[config.mk]
export PLATFORM = sky130hd
export DESIGN_NAME = mandelbrot_escape_counter_core
export DESIGN_NICKNAME = d
export VERILOG_FILES = /design/src/rtl/core/mec_pkg.sv /design/src/rtl/core/mec_mul.sv /design/src/rtl/core/mec_sat.sv /design/src/rtl/core/mandelbrot_escape_counter_core.sv
export SDC_FILE = /design/constraint.sdc
export NUM_CORES = 2
export LEC_CHECK = 0
export ABC_AREA = 1
export BUFFER_PORTS_ARGS = -buffer_cell sky130_fd_sc_hd__buf_2
export CORE_MARGIN = 1.5
export CORE_UTILIZATION = 58
export DETAILED_ROUTE_END_ITERATION = 10
export HOLD_SLACK_MARGIN = 0.02
export PLACE_DENSITY = 0.82
export SYNTH_ARGS = -nofsm -noshare
export SYNTH_HDL_FRONTEND = slang
export SYNTH_SLANG_ARGS = --single-unit
[constraint.sdc]
create_clock -name i_clk -period 8.9 [get_ports i_clk]
set_input_delay 2.225 -clock i_clk [delete_from_list [all_inputs] [get_ports i_clk]]
set_output_delay 2.225 -clock i_clk [all_outputs]
set_load 0.01 [all_outputs]
[src/rtl/core/mec_pkg.sv]
// Shared types and constants for the Mandelbrot escape counter.
`default_nettype none

package mec_pkg;

    // Sequencer states: one iteration walks the three products and the update
    typedef enum logic [2:0] {
        ST_IDLE,
        ST_MUL_XX,
        ST_MUL_YY,
        ST_MUL_XY,
        ST_UPDATE
    } t_state;

    // Fixed field widths
    localparam int IN_W    = 32;
    localparam int COUNT_W = 12;

    // Iteration limit after reset
    localparam logic [COUNT_W-1:0] RESET_MAX_ITER = 12'd511;

    // Escape radius squared is 4, i.e. 2**2
    localparam int RADIUS_SQ_LOG2 = 2;

endpackage

`default_nettype wire

[src/rtl/core/mec_mul.sv]
// Shared signed multiplier with a registered product.
`default_nettype none

module mec_mul #(
    parameter int W = 32
) (
    input  wire logic                  i_clk,
    input  wire logic signed [W-1:0]   i_a,
    input  wire logic signed [W-1:0]   i_b,
    output logic signed [2*W-1:0]      o_prod
);

    logic signed [2*W-1:0] r_prod;

    // Register the full-width product every cycle
    always_ff @(posedge i_clk) begin
        r_prod <= i_a * i_b;
    end

    assign o_prod = r_prod;

endmodule

`default_nettype wire

[src/rtl/core/mec_sat.sv]
// Signed saturation from a wide value down to a narrower one.
`default_nettype none

module mec_sat #(
    parameter int IN_W  = 64,
    parameter int OUT_W = 32
) (
    input  wire logic signed [IN_W-1:0] i_value,
    output logic signed [OUT_W-1:0]     o_value
);

    logic [IN_W-OUT_W:0] top;
    logic                fits;

    // Value fits when all bits from the output sign bit upward agree
    assign top  = i_value[IN_W-1:OUT_W-1];
    assign fits = (&top) | ~(|top);

    always_comb begin
        if (fits) begin
            o_value = i_value[OUT_W-1:0];
        end else if (i_value[IN_W-1]) begin
            o_value = {1'b1, {(OUT_W-1){1'b0}}};
        end else begin
            o_value = {1'b0, {(OUT_W-1){1'b1}}};
        end
    end

endmodule

`default_nettype wire

[src/rtl/core/mandelbrot_escape_counter_core.sv]
// Top level of the Mandelbrot escape counter: sequencer around one shared multiplier.
//
// Usage:
//   Raise start with i_c_real / i_c_imag (signed fixed point, FRAC_BITS
//   fraction bits). The item is taken at a clock edge where start is high
//   and busy is low. The core iterates z = z*z + c from z = c until |z|^2
//   reaches 4 or the count reaches the iteration limit.
//   The result appears on o_escape_count with o_done high for one cycle;
//   busy is already low in that cycle, so a new item can be taken then.
//   The receiver cannot hold results off.
// Sequencing:
//   Each iteration walks three passes through the one shared multiplier
//   (x*x, y*y, x*y) and one update step. An item that stops on the limit
//   finishes in ST_MUL_XX, one that escapes in ST_MUL_XY. At the reset
//   limit of 511, a point that never escapes occupies the core for 511
//   iterations; busy stays high until the item finishes.
// Configuration:
//   i_cfg_we / i_cfg_wdata write the iteration limit; write it only while
//   the core is idle. Reset (synchronous, active low) sets the limit to 511
//   and returns the core to idle with no result pending.
`default_nettype none

module mandelbrot_escape_counter_core
    import mec_pkg::*;
#(
    parameter int DATA_WIDTH = 32,
    parameter int FRAC_BITS  = 28
) (
    input  wire logic                      i_clk,
    input  wire logic                      i_rst_n,
    input  wire logic                      start,
    output logic                           busy,
    input  wire logic signed [IN_W-1:0]    i_c_real,
    input  wire logic signed [IN_W-1:0]    i_c_imag,
    input  wire logic                      i_cfg_we,
    input  wire logic [COUNT_W-1:0]        i_cfg_wdata,
    output logic                           o_done,
    output logic [COUNT_W-1:0]             o_escape_count
);

    localparam int PROD_W   = 2 * DATA_WIDTH;
    localparam int ACC_W    = 2 * DATA_WIDTH + FRAC_BITS + 3;
    localparam int EXT_W    = IN_W + DATA_WIDTH;
    localparam int LIMIT_SH = 2 * FRAC_BITS + RADIUS_SQ_LOG2;

    t_state r_state, n_state;

    logic [COUNT_W-1:0]           r_max_iter;
    logic [COUNT_W-1:0]           r_count;
    logic signed [DATA_WIDTH-1:0] r_cr, r_ci, r_x, r_y;
    logic signed [PROD_W-1:0]     r_xx, r_yy;
    logic                         r_done;
    logic [COUNT_W-1:0]           r_result;

    logic                         accept;
    logic                         finish;
    logic                         escape;
    logic                         below_limit;
    logic signed [DATA_WIDTH-1:0] mul_a, mul_b;
    logic signed [PROD_W-1:0]     prod;
    logic [PROD_W:0]              mag_sum;

    logic signed [EXT_W-1:0]      ext_real, ext_imag;
    logic signed [DATA_WIDTH-1:0] sat_real, sat_imag;

    logic signed [ACC_W-1:0]      acc_re, acc_im;
    logic signed [ACC_W-1:0]      sh_re, sh_im;
    logic signed [DATA_WIDTH-1:0] new_x, new_y;

    assign accept = start && (r_state == ST_IDLE);

    // Saturate the input point to the data width
    assign ext_real = EXT_W'(i_c_real);
    assign ext_imag = EXT_W'(i_c_imag);

    mec_sat #(.IN_W(EXT_W), .OUT_W(DATA_WIDTH)) u_sat_cr (
        .i_value (ext_real),
        .o_value (sat_real)
    );

    mec_sat #(.IN_W(EXT_W), .OUT_W(DATA_WIDTH)) u_sat_ci (
        .i_value (ext_imag),
        .o_value (sat_imag)
    );

    // Steer the shared multiplier by sequencer state
    always_comb begin
        unique case (r_state)
            ST_MUL_XX: begin
                mul_a = r_x;
                mul_b = r_x;
            end
            ST_MUL_YY: begin
                mul_a = r_y;
                mul_b = r_y;
            end
            default: begin
                mul_a = r_x;
                mul_b = r_y;
            end
        endcase
    end

    mec_mul #(.W(DATA_WIDTH)) u_mul (
        .i_clk  (i_clk),
        .i_a    (mul_a),
        .i_b    (mul_b),
        .o_prod (prod)
    );

    // Escape test: x*x held in r_xx, y*y on the product register
    assign mag_sum = {1'b0, r_xx} + {1'b0, prod};
    assign escape  = |(mag_sum >> LIMIT_SH);

    assign below_limit = (r_count < r_max_iter);

    // New z: (xx - yy + cr) >> F and (2xy + ci) >> F, floor then saturate
    assign acc_re = ACC_W'(r_xx) - ACC_W'(r_yy) + (ACC_W'(r_cr) <<< FRAC_BITS);
    assign acc_im = (ACC_W'(prod) <<< 1) + (ACC_W'(r_ci) <<< FRAC_BITS);
    assign sh_re  = acc_re >>> FRAC_BITS;
    assign sh_im  = acc_im >>> FRAC_BITS;

    mec_sat #(.IN_W(ACC_W), .OUT_W(DATA_WIDTH)) u_sat_x (
        .i_value (sh_re),
        .o_value (new_x)
    );

    mec_sat #(.IN_W(ACC_W), .OUT_W(DATA_WIDTH)) u_sat_y (
        .i_value (sh_im),
        .o_value (new_y)
    );

    // Sequencer state register
    always_ff @(posedge i_clk) begin
        if (!i_rst_n) begin
            r_state <= ST_IDLE;
        end else begin
            r_state <= n_state;
        end
    end

    // Next state and finish decision
    always_comb begin
        n_state = r_state;
        finish  = 1'b0;
        unique case (r_state)
            ST_IDLE: begin
                if (start) begin
                    n_state = ST_MUL_XX;
                end
            end
            ST_MUL_XX: begin
                if (below_limit) begin
                    n_state = ST_MUL_YY;
                end else begin
                    finish  = 1'b1;
                    n_state = ST_IDLE;
                end
            end
            ST_MUL_YY: begin
                n_state = ST_MUL_XY;
            end
            ST_MUL_XY: begin
                if (escape) begin
                    finish  = 1'b1;
                    n_state = ST_IDLE;
                end else begin
                    n_state = ST_UPDATE;
                end
            end
            ST_UPDATE: begin
                n_state = ST_MUL_XX;
            end
            default: begin
                n_state = ST_IDLE;
            end
        endcase
    end

    // Iteration limit register
    always_ff @(posedge i_clk) begin
        if (!i_rst_n) begin
            r_max_iter <= RESET_MAX_ITER;
        end else if (i_cfg_we) begin
            r_max_iter <= i_cfg_wdata;
        end
    end

    // Datapath: load the point, capture products, advance z and the count
    always_ff @(posedge i_clk) begin
        if (accept) begin
            r_cr    <= sat_real;
            r_ci    <= sat_imag;
            r_x     <= sat_real;
            r_y     <= sat_imag;
            r_count <= '0;
        end
        if (r_state == ST_MUL_YY) begin
            r_xx <= prod;
        end
        if (r_state == ST_MUL_XY) begin
            r_yy <= prod;
        end
        if (r_state == ST_UPDATE) begin
            r_x     <= new_x;
            r_y     <= new_y;
            r_count <= r_count + 1'b1;
        end
    end

    // Result strobe and count
    always_ff @(posedge i_clk) begin
        if (!i_rst_n) begin
            r_done <= 1'b0;
        end else begin
            r_done <= finish;
        end
    end

    always_ff @(posedge i_clk) begin
        if (finish) begin
            r_result <= r_count;
        end
    end

    assign busy           = (r_state != ST_IDLE);
    assign o_done         = r_done;
    assign o_escape_count = r_result;

endmodule

`default_nettype wire

==> results.toml <==
[global_route]
grt_pass1_vias = 52760
antenna_found_initial = 3
grt_first_pass_wirelength_um = 319800
grt_overflow = 0
grt_use_total_pct = 40.74
grt_start_max_net_pins = 70

[layout]
finalNetCount = 9143
drive_above_1_share_pct = 6.302
stdcell_count = 8968
layout_commonest_cell = "nand2_1"
layout_common_cells = "1739 x nand2_1, 1684 x inv_1, 1116 x fa_1, 864 x nor2_1, 386 x ha_1"
area_delta_synth_final_pct = 8.000
final_util_pct = 63.12

[timing]
relSlewSlack_pct = 27.96
min_period_ns = 8.658
worst_pin_slew_ns = 1.069
fmax_ghz = 0.1155
layout_setup_ws_ns = 0.2423
fin_skew_ns = 0.02635
rsz0062_at_grt = "true"
hold_viol = 0
finalMaxSlewViolations = 0
setup_viol = 0
hold_ws_ns = 0.4680
finalCritPeriodShare_pct = 97.28

[clock_tree]
cts_buffers = 37
clk_pin_slew_ns = 0.08
cts-htree-levels = 2
cts.sinks = 360
cts_hold_buf = 0
cts_tree = "yes"
clockBufferDepth = 3
insertion_delay_ns = 0.59
root_buffer = "clkbuf_16"

[routing]
drt_iter0_markers = 5329
dr.pass1.iters = 6
drc = 0
dr_total_vias = 51150
avgViaCountPerCell = 5.704
post_drt_wl_per_cell_um = 23.82
wl_um = 213600
ant_nets = 0

[placement]
port_buffers = 93
routabilityCongestion = 1.055
dp_hpwl_um = 179000
dp.cells = 8890
place_ws_ns = -0.04631

[yosys]
synth-edff-count = 280
synth-xor-area-share_pct = 1.798
ys_warn_count = 0
syn_inst = 7390
synth_adder_area_share_pct = 45.08
synthSimpleGateAreaFrac_pct = 18.57
synthArstFlopShare_pct = 0
synth_cell_types = 53
ys_seq_area_share_pct = 16.57
synth_area_um2 = 60400
synth_area_per_cell_um2 = 8.173
ys.flop_type = "edfxtp_1"
synth_compound_area_share_pct = 5.960
synthesis.nets = 8975
ys_ff_latch = 360
synth_top_family_by_area = "adder cells"
muxShareOfSynthArea_pct = 0

[critical_path]
cp_data_required_time_ns = 9.38
critPathMaxFanout = 26
startpoint_type = "flip-flop"
worst_ep_arrival_time_ns = 9.13
critical-path-max-stage-delay_ns = 0.61
cp_slowest_cell = "o21ai_2"
critPathCaptureType = "flip-flop"
cpMostUsedCell = "fa_1"
worstSetupPathType = "flip-flop to flip-flop"

[floorplan]
die_w_um = 325.7
dieHeight_um = 325.7
io_pins = 94
core_area_um2 = 103300
die-area_um2 = 106100
rows = 118
initial_core_util_pct = 58.44

[run_status]
status = "finished, final reports clean"

[min_path]
hold_class = "flip-flop to flip-flop"

[job]
max_cap_viol_count = 0
[per-stage QoR]
step	area (um^2)	setup TNS, ns
3_3_place_gp	63690	-0.06625
2_1_floorplan	60400	0
4_1_cts	65030	0
3_5_place_dp	63690	-0.04631
6_report	65230	0
5_1_grt	65230	-0.09716
[synth_stat cells (all sizes together) (74+ instances only)]
library cell	number	area, um^2
nand2	1751	6605
inv	1697	6370
fa	1119	22400
nor2	882	3338
ha	386	4830
a21oi	297	1494
edfxtp	280	8408
o21ai	221	1159
clkbuf	129	484.2
nand3	105	545.5
dfxtp	80	1602
xor2	74	648.1
[path summary, 6_finish.rpt]
path,startpoint,to,cells past startpoint,slack (ns)
worst max-delay path,r_state[1],u_mul.o_prod[49],28,0.24
worst min-delay path,u_mul.o_prod[3],r_xx[3],0,0.47
worst max register to register,r_state[1],u_mul.o_prod[49],28,0.24
worst min register to register,u_mul.o_prod[3],r_xx[3],0,0.47
[layer usage]
metal / global-route usage, % / vias up / part of all wire (%)
li1: - / 22410 / -
met4: 23.03 / 0 / 6.9
met5: 0 / - / 0
met1: 54.25 / 25060 / 38
met2: 61.43 / 2933 / 44
met3: 9.804 / 745 / 11
[what timing repair did]
action | CTS | global route
setup endpoints to repair | 2 | 22
resized for setup | 4 | 24
setup buffers | 0 | 9
[final cells by class]
| cell class | count | area [um^2] |
|---|---|---|
| antenna | 3 | 7.507 |
| clock buffer | 41 | 962.2 |
| clock inverter | 25 | 365.4 |
| fill | 8958 | 38120 |
| inverter | 1710 | 6436 |
| multi-input combinational | 5134 | 43280 |
| sequential | 360 | 10010 |
| tap | 1380 | 1727 |
| timing repair buffer | 315 | 2445 |
[kinds of logic (layout without fill, tap and decap cells)]
kind of cell | after synthesis | count (layout)
other | 0 | 3
flip-flops | 360 | 360
AO/OA/AOI/OAI | 648 | 648
XOR/XNOR | 124 | 124
buffers and inverters | 1896 | 2091
AND/OR/NAND/NOR | 2857 | 2857
adder cells (fa/ha/maj) | 1505 | 1505
[sequential cells by signal, indices dropped and copies added (netlist names)]
| register | cells |
|---|---|
| o_done | 1 |
| r_yy | 64 |
| r_ci | 32 |
| u_mul.o_prod | 64 |
| r_cr | 32 |
| r_x | 32 |
| o_escape_count | 12 |
| r_state | 3 |
| r_max_iter | 12 |
| r_count | 12 |
| r_y | 32 |
| r_xx | 64 |
[worst max-delay path: cells and delay by family (launching register included)]
kind / cells / cell delay [ns]
simple gates: 9 / 1.66
xor+xnor: 1 / 0.28
flops: 1 / 0.34
buf+inv: 7 / 1.45
compound gates: 2 / 0.75
fa+ha+maj: 9 / 4.04
Power is left out: the tool's default activity adds up to more than one toggle a clock period on the data nets, which glitch-free logic cannot reach.
